### src/avst_pkg.sv
package avst_pkg;

  // Configuration register indexes.
  typedef enum logic [2:0] {
    CFG_TRIGGER_LEVEL = 3'd0,
    CFG_SINK_RATE     = 3'd1,
    CFG_TRIGGER_TIME  = 3'd2,
    CFG_RELAX_TIME    = 3'd3,
    CFG_MIN_SMOOTH    = 3'd4,
    CFG_MAX_SMOOTH    = 3'd5,
    CFG_START_SMOOTH  = 3'd6,
    CFG_UNUSED        = 3'd7
  } cfg_idx_t;

  // Register values after reset.
  localparam logic [15:0] TRIGGER_LEVEL_RST = 16'd300;
  localparam logic [15:0] SINK_RATE_RST     = 16'd1000;
  localparam logic [30:0] TRIGGER_TIME_RST  = 31'd1000;
  localparam logic [30:0] RELAX_TIME_RST    = 31'd5000;
  localparam logic [7:0]  MIN_SMOOTH_RST    = 8'd5;
  localparam logic [7:0]  MAX_SMOOTH_RST    = 8'd50;
  localparam logic [7:0]  START_SMOOTH_RST  = 8'd20;

  localparam int unsigned QUEUE_DEPTH = 2;
  localparam int unsigned QUEUE_AW    = $clog2(QUEUE_DEPTH);
  localparam int unsigned QUEUE_CW    = $clog2(QUEUE_DEPTH + 1);

  // Live configuration seen by the front and the back.
  typedef struct packed {
    logic [15:0] trigger_level;
    logic [15:0] sink_rate;
    logic [30:0] trigger_time;
    logic [30:0] relax_time;
    logic [7:0]  min_smooth;
    logic [7:0]  max_smooth;
  } cfg_t;

  // One classified sample as it travels from front to back.
  typedef struct packed {
    logic        above;
    logic        below;
    logic [31:0] now_ms;
  } item_t;

endpackage

### src/adaptive_vario_smoothing_tuner.sv
// Channel   Direction  Handshake               Payload
// in_       input      in_valid / in_stall     climb_rate, in_flight, now_ms
// out_      output     out_valid / out_stall   smooth_level, armed
// cfg_      input      cfg_valid / cfg_ready   cfg_index, cfg_data
//
// One sample per cycle is sustained while out_stall stays low; a sample passes
// through a queue slot, then the back stage updates its state into the output register.
// A two-entry queue separates classification from the state update, so the
// input takes up to two more samples while one result waits under out_stall.
// Reset is synchronous and active low; it restores all registers but the queue
// slots and result payload, and loads the start smoothing level. cfg_ready is always high.
module adaptive_vario_smoothing_tuner (
  input  logic               clk,
  input  logic               rst_n,
  input  logic               in_valid,
  output logic               in_stall,
  input  logic signed [15:0] in_climb_rate,
  input  logic               in_in_flight,
  input  logic [31:0]        in_now_ms,
  output logic               out_valid,
  input  logic               out_stall,
  output logic [7:0]         out_smooth_level,
  output logic               out_armed,
  input  logic               cfg_valid,
  output logic               cfg_ready,
  input  logic [2:0]         cfg_index,
  input  logic [30:0]        cfg_data
);

  avst_pkg::cfg_t  cfg_r;
  logic            push;
  avst_pkg::item_t push_item;
  logic            queue_full;
  logic            pop;
  logic            not_empty;
  avst_pkg::item_t pop_item;

  assign cfg_ready = 1'b1;

  // Configuration registers. The start level is loaded only by reset, and a
  // reset also restores its default, so a written value is never observed.
  always_ff @(posedge clk) begin
    if (!rst_n) begin
      cfg_r.trigger_level <= avst_pkg::TRIGGER_LEVEL_RST;
      cfg_r.sink_rate     <= avst_pkg::SINK_RATE_RST;
      cfg_r.trigger_time  <= avst_pkg::TRIGGER_TIME_RST;
      cfg_r.relax_time    <= avst_pkg::RELAX_TIME_RST;
      cfg_r.min_smooth    <= avst_pkg::MIN_SMOOTH_RST;
      cfg_r.max_smooth    <= avst_pkg::MAX_SMOOTH_RST;
    end else if (cfg_valid && cfg_ready) begin
      unique case (avst_pkg::cfg_idx_t'(cfg_index))
        avst_pkg::CFG_TRIGGER_LEVEL: cfg_r.trigger_level <= cfg_data[15:0];
        avst_pkg::CFG_SINK_RATE:     cfg_r.sink_rate     <= cfg_data[15:0];
        avst_pkg::CFG_TRIGGER_TIME:  cfg_r.trigger_time  <= cfg_data;
        avst_pkg::CFG_RELAX_TIME:    cfg_r.relax_time    <= cfg_data;
        avst_pkg::CFG_MIN_SMOOTH:    cfg_r.min_smooth    <= cfg_data[7:0];
        avst_pkg::CFG_MAX_SMOOTH:    cfg_r.max_smooth    <= cfg_data[7:0];
        default: begin
        end
      endcase
    end
  end

  avst_front u_front (
    .cfg           (cfg_r),
    .in_valid      (in_valid),
    .in_stall      (in_stall),
    .in_climb_rate (in_climb_rate),
    .in_in_flight  (in_in_flight),
    .in_now_ms     (in_now_ms),
    .push          (push),
    .push_item     (push_item),
    .queue_full    (queue_full)
  );

  avst_queue u_queue (
    .clk       (clk),
    .rst_n     (rst_n),
    .push      (push),
    .push_item (push_item),
    .full      (queue_full),
    .pop       (pop),
    .not_empty (not_empty),
    .pop_item  (pop_item)
  );

  avst_back u_back (
    .clk              (clk),
    .rst_n            (rst_n),
    .cfg              (cfg_r),
    .not_empty        (not_empty),
    .pop_item         (pop_item),
    .pop              (pop),
    .out_valid        (out_valid),
    .out_stall        (out_stall),
    .out_smooth_level (out_smooth_level),
    .out_armed        (out_armed)
  );

endmodule

### src/avst_front.sv
module avst_front (
  input  avst_pkg::cfg_t     cfg,
  input  logic               in_valid,
  output logic               in_stall,
  input  logic signed [15:0] in_climb_rate,
  input  logic               in_in_flight,
  input  logic [31:0]        in_now_ms,
  output logic               push,
  output avst_pkg::item_t    push_item,
  input  logic               queue_full
);

  logic signed [17:0] rate_ext;
  logic signed [17:0] sink_ext;
  logic signed [17:0] rate_comp;
  logic [16:0]        mag;
  logic [16:0]        thr;

  // Sink compensation while flying, then magnitude.
  always_comb begin
    rate_ext  = 18'(in_climb_rate);
    sink_ext  = in_in_flight ? $signed({2'b00, cfg.sink_rate}) : 18'sd0;
    rate_comp = rate_ext - sink_ext;
    mag       = rate_comp[17] ? 17'(-rate_comp) : rate_comp[16:0];
    thr       = {1'b0, cfg.trigger_level};
  end

  // Classify against the threshold and hand the sample to the queue.
  always_comb begin
    push_item.above  = (mag > thr);
    push_item.below  = (mag < thr);
    push_item.now_ms = in_now_ms;
    push             = in_valid && !queue_full;
    in_stall         = queue_full;
  end

endmodule

### src/avst_queue.sv
module avst_queue (
  input  logic            clk,
  input  logic            rst_n,
  input  logic            push,
  input  avst_pkg::item_t push_item,
  output logic            full,
  input  logic            pop,
  output logic            not_empty,
  output avst_pkg::item_t pop_item
);

  avst_pkg::item_t                    slot_r [avst_pkg::QUEUE_DEPTH];
  logic [avst_pkg::QUEUE_AW-1:0]      wr_ptr_r, wr_ptr_nxt;
  logic [avst_pkg::QUEUE_AW-1:0]      rd_ptr_r, rd_ptr_nxt;
  logic [avst_pkg::QUEUE_CW-1:0]      count_r, count_nxt;

  assign full      = (count_r == avst_pkg::QUEUE_CW'(avst_pkg::QUEUE_DEPTH));
  assign not_empty = (count_r != '0);
  assign pop_item  = slot_r[rd_ptr_r];

  // Pointer and fill count update.
  always_comb begin
    wr_ptr_nxt = wr_ptr_r;
    rd_ptr_nxt = rd_ptr_r;
    count_nxt  = count_r;
    if (push) begin
      wr_ptr_nxt = (wr_ptr_r == avst_pkg::QUEUE_AW'(avst_pkg::QUEUE_DEPTH - 1)) ?
                   '0 : wr_ptr_r + 1'b1;
    end
    if (pop) begin
      rd_ptr_nxt = (rd_ptr_r == avst_pkg::QUEUE_AW'(avst_pkg::QUEUE_DEPTH - 1)) ?
                   '0 : rd_ptr_r + 1'b1;
    end
    if (push && !pop) begin
      count_nxt = count_r + 1'b1;
    end else if (pop && !push) begin
      count_nxt = count_r - 1'b1;
    end
  end

  always_ff @(posedge clk) begin
    if (!rst_n) begin
      wr_ptr_r <= '0;
      rd_ptr_r <= '0;
      count_r  <= '0;
    end else begin
      wr_ptr_r <= wr_ptr_nxt;
      rd_ptr_r <= rd_ptr_nxt;
      count_r  <= count_nxt;
    end
  end

  // Storage needs no reset.
  always_ff @(posedge clk) begin
    if (push) begin
      slot_r[wr_ptr_r] <= push_item;
    end
  end

endmodule

### src/avst_back.sv
module avst_back (
  input  logic            clk,
  input  logic            rst_n,
  input  avst_pkg::cfg_t  cfg,
  input  logic            not_empty,
  input  avst_pkg::item_t pop_item,
  output logic            pop,
  output logic            out_valid,
  input  logic            out_stall,
  output logic [7:0]      out_smooth_level,
  output logic            out_armed
);

  logic        flag_r, flag_nxt;
  logic [31:0] mark_r, mark_nxt;
  logic [7:0]  level_r, level_nxt;
  logic        out_valid_r, out_valid_nxt;
  logic [7:0]  out_level_r;
  logic        out_armed_r;

  logic               flag1, flag2;
  logic [31:0]        mark1;
  logic [7:0]         level2;
  logic signed [31:0] diff;
  logic signed [31:0] trig_win;
  logic signed [31:0] relax_win;

  // A new sample is taken whenever the output register is free or drains.
  assign pop = not_empty && (!out_valid_r || !out_stall);

  // Trigger, noise and relax checks in their fixed order.
  always_comb begin
    trig_win  = $signed({1'b0, cfg.trigger_time});
    relax_win = $signed({1'b0, cfg.relax_time});

    flag1 = flag_r;
    mark1 = mark_r;
    if (pop_item.above && !flag_r) begin
      flag1 = 1'b1;
      mark1 = pop_item.now_ms;
    end

    diff = $signed(pop_item.now_ms - mark1);

    flag2    = flag1;
    mark_nxt = mark1;
    level2   = level_r;
    if (flag1 && pop_item.below && (diff < trig_win) && (level_r <= cfg.max_smooth)) begin
      level2   = (level_r == 8'hFF) ? level_r : level_r + 8'd1;
      flag2    = 1'b0;
      mark_nxt = pop_item.now_ms;
    end

    flag_nxt = flag2;
    if ((diff > trig_win) && flag2) begin
      flag_nxt = 1'b0;
    end

    level_nxt = level2;
    if (pop_item.below && !flag_nxt && (diff > relax_win) && (level2 > cfg.min_smooth)) begin
      level_nxt = level2 - 8'd1;
      mark_nxt  = pop_item.now_ms;
    end
  end

  // Output register valid: set on a new sample, cleared once transferred.
  always_comb begin
    out_valid_nxt = out_valid_r;
    if (pop) begin
      out_valid_nxt = 1'b1;
    end else if (!out_stall) begin
      out_valid_nxt = 1'b0;
    end
  end

  always_ff @(posedge clk) begin
    if (!rst_n) begin
      flag_r      <= 1'b0;
      mark_r      <= '0;
      level_r     <= avst_pkg::START_SMOOTH_RST;
      out_valid_r <= 1'b0;
    end else begin
      out_valid_r <= out_valid_nxt;
      if (pop) begin
        flag_r  <= flag_nxt;
        mark_r  <= mark_nxt;
        level_r <= level_nxt;
      end
    end
  end

  // Result payload.
  always_ff @(posedge clk) begin
    if (pop) begin
      out_level_r <= level_nxt;
      out_armed_r <= flag_nxt;
    end
  end

  assign out_valid        = out_valid_r;
  assign out_smooth_level = out_level_r;
  assign out_armed        = out_armed_r;

endmodule

### config.mk
export PLATFORM = sky130hd
export DESIGN_NAME = adaptive_vario_smoothing_tuner
export DESIGN_NICKNAME = d
export VERILOG_FILES = /design/src/avst_pkg.sv /design/src/adaptive_vario_smoothing_tuner.sv /design/src/avst_front.sv /design/src/avst_queue.sv /design/src/avst_back.sv
export SDC_FILE = /design/constraint.sdc
export NUM_CORES = 1
export LEC_CHECK = 0
export BUFFER_PORTS_ARGS = -buffer_cell sky130_fd_sc_hd__buf_2
export CAP_MARGIN = 20
export CORE_ASPECT_RATIO = 0.8
export CORE_MARGIN = 2
export CORE_UTILIZATION = 30
export DETAILED_ROUTE_END_ITERATION = 12
export GPL_ROUTABILITY_DRIVEN = 1
export PLACE_DENSITY_LB_ADDON = 0.25
export SYNTH_ARGS = -nofsm -noshare
export SYNTH_HDL_FRONTEND = slang
export SYNTH_SLANG_ARGS = --single-unit
### constraint.sdc
create_clock -name clk -period 10.7 [get_ports clk]
set_input_delay 1.07 -clock clk [delete_from_list [all_inputs] [get_ports clk]]
set_output_delay 1.07 -clock clk [all_outputs]
set_load 0.01 [all_outputs]
==> reports/qor.json, run 1 <==
{
  "run_status": "finished clean",
  "vias": 11700,
  "synthArstFlopShare_pct": 0,
  "global_route.overflow_total": 0,
  "number_of_max_slew_violations_in_the_final_report": 0,
  "cts_max_path_buffers": 3,
  "cts.clk_slew.worst_paths_ns": 0.06,
  "cp-start-kind": "flip-flop",
  "max_freq_mhz": 102,
  "drt.antenna.violating_nets": 0,
  "critical_path.max_stage_delay_ns": 0.61,
  "postSynthAreaPerCell_sq_um": 8.87,
  "post-route-util_pct": 34.9,
  "synth-edff-count": 77,
  "drc_violation_count_after_routing": 0,
  "cts-htree-levels": 1,
  "detailedPlace.worstSlack_ns": 0.604,
  "syn_inst": 1632,
  "totalPowerFinal_mw": 5.91,
  "synth-seq-area-share_pct": 37.7,
  "tightest_slew_ns": 1.03,
  "number_of_maximum_capacitance_violations": 0,
  "grt_use_total_pct": 15.0,
  "tritoncts": "done",
  "design.core.area_sq_mm": 0.0473,
  "grt_setup_unrepaired": "no",
  "cts_sinks": 234,
  "static-leakage-power_nw": 6.62,
  "power_density_mw_per_mm2": 358,
  "synth.top_cells.by_area": "sky130_fd_sc_hd__dfxtp_1 (22%), sky130_fd_sc_hd__edfxtp_1 (16%), sky130_fd_sc_hd__ha_1 (12%), sky130_fd_sc_hd__nand2_1 (7.3%), sky130_fd_sc_hd__a21oi_1 (5.9%)",
  "reg2reg_setup_slack_ns": 0.87,
  "postLayoutSetupSlackWorst_ns": 0.869,
  "critical_path_required_ns": 11.15,
  "final_hold_viol_count": 0,
  "worst_setup_path_end_kind": "flip-flop",
  "hp-class": "reg2reg",
  "hold_ws_ns": 0.455,
  "worstSkewPairLatency_ns": 0.57,
  "grt_antenna_before_repair": 1,
  "post_drt_via_cell_ratio": 4.97,
  "ys_types": 81,
  "post_synth_most_frequent_cells": "sky130_fd_sc_hd__nand2_1 (280), sky130_fd_sc_hd__a21oi_1 (172), sky130_fd_sc_hd__dfxtp_1 (157)",
  "setup-tns-final_ns": 0,
  "first_pass_drt_iterations": 5,
  "yosys_register_bits": 234,
  "port_buffers": 98,
  "yosys_warnings": 0,
  "layout-area-overhead-vs-synth_pct": 14.2,
  "max_slew_headroom_pct": 31.5,
  "cts_inserted_buffers": 28,
  "layout-drive-gt1-share_pct": 13.0,
  "period_needed_ns": 9.83,
  "antenna-diode-count": 0,
  "timing.critical_path.slowest_stage_cell": "sky130_fd_sc_hd__or4_1",
  "dp_hpwl_mm": 28.2,
  "library_cell_occupying_the_most_area_in_the_post_synthesis_netlist": "sky130_fd_sc_hd__dfxtp_1",
  "routed_wirelength_normalized_by_instance_count_um": 16.4,
  "grt_first_pass_wirelength_mm": 61.3,
  "cts.root.buffer_cell": "sky130_fd_sc_hd__clkbuf_16",
  "synth_top_area_share_pct": 21.7,
  "syn_nets": 1860,
  "worst_clock_skew_ns": 0.0116,
  "max_ir_drop_vdd_mv": 0.150,
  "place_congestion": 0.865,
  "die_width_um": 250,
  "crit_arrival_ns": 10.28,
  "row_count": 71,
  "die_h_um": 200,
  "grt_pass1_vias": 11400,
  "fin_crit_sh_pct": 91.9,
  "die-area_sq_mm": 0.0500,
  "maximum_fanout_count_along_the_critical_path": 33,
  "setup_viol": 0,
  "drt-initial-drc-count": 667,
  "ys_dominant_reg_cell": "sky130_fd_sc_hd__dfxtp_1",
  "timing_worst_setup_path_type": "reg2reg",
  "starting_density_of_the_core_pct": 30.6,
  "design.portCount": 100,
  "largest_net_degree_at_the_start_of_global_routing": 63,
  "yosysMostFrequentCell": "sky130_fd_sc_hd__nand2_1",
  "nets": 1932,
  "routed_wirelength_mm": 38.4,
  "post_synthesis_cell_area_sq_mm": 0.0145
}
## flip-flops by register name, indices dropped and copies added, names as in the netlist, named ones only
name and cells:
cfg_r 110, u_back.flag_r 1, u_back.level_r 8, u_back.mark_r 32, u_back.out_armed 1, u_back.out_smooth_level 8, u_back.out_valid 1, u_queue.count_r 2
u_queue.rd_ptr_r 1, u_queue.slot_r 68, u_queue.wr_ptr_r 1
## area by class of cell
type | instances | area, sq um
clock buffers | 41 | 810
clock inverters | 11 | 109
fillers | 4874 | 30800
inverters | 119 | 447
multi-input cells | 1209 | 8300
flip-flops and latches | 234 | 5460
well taps | 620 | 776
repair buffers | 112 | 633
## where the power goes
group	switching, mW	internal (mW)	total (mW)
Clock	0.396	0.551	0.947
Combinational	2.21	1.58	3.79
Sequential	0.0933	1.09	1.18
Total	2.70	3.21	5.91
## cells by family after synthesis
group | count (synthesis) | share of synthesized area (%)
fa+ha+maj | 141 | 12.2
simple gates | 508 | 15.9
mux | 69 | 5.27
compound gates | 409 | 18.6
flops | 234 | 37.7
xor+xnor | 80 | 4.94
other cells | 1 | 0.0259
buf+inv | 190 | 5.34
## metrics by stage
stage                     area [sq um]  std cells
final                            16500       2346
after global routing             16500       2346
after CTS                        16400       2342
after detailed placement         15500       2290
after global placement           15500       2290
after floorplan                  14500       1632
## layer usage
metal	share of wire, %	vias up	track usage, %
li1	-	5928	-
met1	48	5521	20.4
met2	46	172	25.1
met3	3.4	46	2.11
met4	2.2	0	3.70
met5	0	-	0
## critical path: cells and delay by family (launching register included)
family / cells / cell delay (ns)
AO/OA/AOI/OAI: 15 / 3.90
XOR/XNOR: 1 / 0.27
adder cells (fa/ha/maj): 3 / 0.77
buffers and inverters: 3 / 0.73
flip-flops: 1 / 0.36
multiplexers: 2 / 0.53
AND/OR/NAND/NOR: 15 / 3.14
## cell usage in the layout, fill, tap and decap left out, drive strengths merged, types with 19 or more instances in the layout
master | synthesis | layout
nand2 | 281 | 281
a21oi | 172 | 172
dfxtp | 157 | 157
ha | 139 | 139
inv | 118 | 122
buf | 18 | 112
edfxtp | 77 | 77
nor2 | 61 | 61
xnor2 | 56 | 56
o21ai | 51 | 51
a21o | 48 | 48
mux2i | 42 | 42
clkbuf | 53 | 41
nand3 | 37 | 37
mux2 | 27 | 27
xor2 | 24 | 24
o311a | 24 | 24
nand4 | 23 | 23
o211ai | 22 | 22
and3 | 19 | 19
nor2b | 19 | 19
## final timing paths
path,to,from,cells past startpoint
min,cfg_r[77]$_SDFFE_PN0P_,cfg_r[77]$_SDFFE_PN0P_,2
min reg2reg,cfg_r[77]$_SDFFE_PN0P_,cfg_r[77]$_SDFFE_PN0P_,2
max reg2reg,u_back.mark_r[12]$_SDFFE_PN0P_,flip-flop,39
max,u_back.mark_r[12]$_SDFFE_PN0P_,flip-flop,39
## timing repair
action	CTS	global route
resized for setup	0	4
buffers inserted	0	2
endpoints found under the setup margin	0	28
hold buffers	0	0
hold endpoints to repair	0	0
Power figures use the tool's default switching activity.
==> run 2, diff against run 1 <==
Settings changed: ABC_AREA set to 1, CORE_UTILIZATION 30 to 55, SKIP_LAST_GASP set to 1.
==> run 2 against run 1 <==
Clock-buffer cell count down 11. Synthesized cell count is 20% higher. Final cell count up 2.1%. Highest routed layer unchanged.
==> reports/qor.json, run 2 <==
{
  "die_width_um": 187,
  "cts.clk_slew.worst_paths_ns": 0.07,
  "worst_clock_skew_ns": 0.0276,
  "cts_max_path_buffers": 3,
  "starting_density_of_the_core_pct": 56.0,
  "final_hold_viol_count": 0,
  "cts_sinks": 234,
  "synth-seq-area-share_pct": 37.1,
  "synthArstFlopShare_pct": 0,
  "post-cts-setup-buffer-count": 0,
  "drt-initial-drc-count": 841,
  "place_congestion": 0.953,
  "vias": 13000,
  "synth_top_area_share_pct": 21.4,
  "run_status": "finished clean",
  "cts_inserted_buffers": 25,
  "detailedPlace.worstSlack_ns": 0.731,
  "worstSkewPairLatency_ns": 0.54,
  "groute.layer.met2.usage_pct": 43.3,
  "path_depth_of_the_worst_reg2reg_path": 41,
  "cts.root.buffer_cell": "sky130_fd_sc_hd__clkbuf_16",
  "largest_register_ff_count": 110,
  "yosys_warnings": 0,
  "critical_path_required_ns": 11.14,
  "fin_crit_sh_pct": 89.9,
  "layout.cells.most_common": "sky130_fd_sc_hd__nand2_1",
  "syn_nets": 2191,
  "die-area_sq_mm": 0.0281,
  "worst_path_most_repeated_cell": "sky130_fd_sc_hd__nand2_1",
  "hp-class": "reg2reg",
  "maximum_fanout_count_along_the_critical_path": 58,
  "yosysMostFrequentCell": "sky130_fd_sc_hd__nand2_1",
  "worst_setup_path_end_kind": "flip-flop",
  "reg2reg_setup_slack_ns": 1.09,
  "number_of_max_slew_violations_in_the_final_report": 0,
  "grt_antenna_before_repair": 1,
  "routed_wirelength_normalized_by_instance_count_um": 15.2,
  "multi_input_comb_area_sq_mm": 0.00805,
  "gr-usage-met3_pct": 3.47,
  "design.portCount": 100,
  "max_freq_mhz": 104,
  "endpoint": "u_back.level_r[1]$_SDFFE_PN0P_",
  "timing_worst_setup_path_type": "reg2reg",
  "yosys_register_bits": 234,
  "synth.top_cells.by_area": "sky130_fd_sc_hd__dfxtp_1 (21%), sky130_fd_sc_hd__edfxtp_1 (16%), sky130_fd_sc_hd__nand2_1 (12%), sky130_fd_sc_hd__ha_1 (12%), sky130_fd_sc_hd__a21oi_1 (6.6%)",
  "tritoncts": "done",
  "global_route.usage.met1_pct": 34.4,
  "cts-htree-levels": 1,
  "grt_first_pass_wirelength_mm": 58.9,
  "grt_setup_unrepaired": "no",
  "layout-drive-gt1-share_pct": 9.67,
  "row_count": 53,
  "synth-edff-count": 77,
  "first_pass_drt_iterations": 5,
  "cp-start-kind": "flip-flop",
  "period_needed_ns": 9.61,
  "library_cell_occupying_the_most_area_in_the_post_synthesis_netlist": "sky130_fd_sc_hd__dfxtp_1",
  "drc_violation_count_after_routing": 0,
  "timing.critical_path.slowest_stage_cell": "sky130_fd_sc_hd__clkinvlp_4",
  "nets": 2246,
  "layout.filler_cells": 2410,
  "number_of_maximum_capacitance_violations": 0,
  "crit_arrival_ns": 10.06,
  "tightest_slew_ns": 1.05,
  "ys_types": 54,
  "grt_use_total_pct": 25.4,
  "port_buffers": 98,
  "dp_hpwl_mm": 26.9,
  "post_synth_most_frequent_cells": "sky130_fd_sc_hd__nand2_1 (467), sky130_fd_sc_hd__inv_1 (218), sky130_fd_sc_hd__a21oi_1 (195)",
  "syn_inst": 1963,
  "die_h_um": 150,
  "post_synthesis_cell_area_sq_mm": 0.0147,
  "post_drt_via_cell_ratio": 5.43,
  "routed_wirelength_mm": 36.4,
  "global_route.overflow_total": 0,
  "reg2reg_to": "u_back.level_r[1]$_SDFFE_PN0P_",
  "critical_path.max_stage_delay_ns": 0.62,
  "max_flop_register": "cfg_r",
  "seq_area_sq_mm": 0.00546,
  "placed_cells_incl_taps": 2347,
  "largest_net_degree_at_the_start_of_global_routing": 111,
  "drt.antenna.violating_nets": 0,
  "max_slew_headroom_pct": 30.1,
  "layout-area-overhead-vs-synth_pct": 10.6,
  "setup_viol": 0,
  "design.core.area_sq_mm": 0.0263,
  "grt_most_used_layer": "met2",
  "setup-tns-final_ns": 0,
  "ys_dominant_reg_cell": "sky130_fd_sc_hd__dfxtp_1",
  "final_cell_count_no_fill": 2395,
  "postLayoutSetupSlackWorst_ns": 1.09,
  "layout_common_cells": "sky130_fd_sc_hd__nand2_1 (467), sky130_fd_sc_hd__inv_1 (217), sky130_fd_sc_hd__a21oi_1 (195)",
  "postSynthAreaPerCell_sq_um": 7.49,
  "registers_with_the_most_flip_flops": "cfg_r x110, u_queue.slot_r x68, u_back.mark_r x32",
  "grt_pass1_vias": 12000
}
run 2: cell types whose count changed in the layout (fill, tap and decap cells not counted), moves of 43 or more:
cell / delta
sky130_fd_sc_hd__a21o_1: -47
sky130_fd_sc_hd__inv_1: +101
sky130_fd_sc_hd__nand2_1: +187
sky130_fd_sc_hd__nand3_1: +79
sky130_fd_sc_hd__o21ai_0: +142
sky130_fd_sc_hd__xnor2_1: -43
run 2: final cells by class:
type                       instances  share of cell area [%]
timing repair buffer             109                    3.60
antenna                            1                  0.0154
sequential                       234                    33.5
clock buffer                      30                    4.08
clock inverter                    16                    1.25
inverter                         228                    5.30
multi-input combinational       1420                    49.5
tap                              357                    2.75
run 2: cells by family after synthesis:
kind of cell               share of synthesized area [%]
DFF                                                 37.1
other                                             0.0255
adders and majority gates                           12.0
xor gates and xnor gates                            4.16
buffers and inverters                               8.32
and+or+nand+nor                                     21.0
AOI/OAI and AO/OA                                   17.4
run 2: worst min path at each step:
stage          cells past startpoint  slack [ns]                     startpoint                       endpoint
2_1_floorplan                      1        0.43  u_queue.rd_ptr_r$_SDFFE_PN0P_                      flip-flop
3_3_place_gp                       1        0.44  u_queue.rd_ptr_r$_SDFFE_PN0P_  u_queue.rd_ptr_r$_SDFFE_PN0P_
3_5_place_dp                       1        0.45  u_queue.rd_ptr_r$_SDFFE_PN0P_                      flip-flop
4_1_cts                            1        0.45  u_queue.rd_ptr_r$_SDFFE_PN0P_                      flip-flop
5_1_grt                            2        0.47        cfg_r[104]$_SDFFE_PN0P_        cfg_r[104]$_SDFFE_PN0P_
6_report                           1        0.45  u_queue.rd_ptr_r$_SDFFE_PN0P_  u_queue.rd_ptr_r$_SDFFE_PN0P_
run 2: what timing repair did:
action                                  CTS  global route
gates resized for setup                   0             4
endpoints found under the setup margin    0            48
hold buffers                              0             0
hold endpoints to repair                  0             0
run 2: through the flow:
| step | utilization (%) | hold slack (ns) | cell area [sq um] |
|---|---|---|---|
| global placement | 58.5 | 0.435 | 15400 |
| detailed placement | 58.5 | 0.445 | 15400 |
| CTS | 61.8 | 0.453 | 16200 |
| floorplan | - | 0.426 | 14700 |
| finish | 62.0 | 0.454 | 16300 |
| global route | 62.0 | 0.472 | 16300 |
run 2: critical path: cells and delay by family, from the launching register on:
| family | cells | cell delay (ns) |
|---|---|---|
| flops | 1 | 0.32 |
| simple gates | 17 | 3.11 |
| compound gates | 14 | 3.04 |
| buf+inv | 6 | 1.81 |
| fa+ha+maj | 3 | 0.94 |
| xor+xnor | 1 | 0.23 |
run 2: per-layer routing:
layer  vias up  share of wire, %
met5         -                 0
met4         0               2.2
met3        51               5.2
met2       329                45
met1      5952                47
li1       6680                 -
Power of run 2 is not shown: default switching activity piles up to over one toggle a cycle in this logic, so the estimate is an artifact.
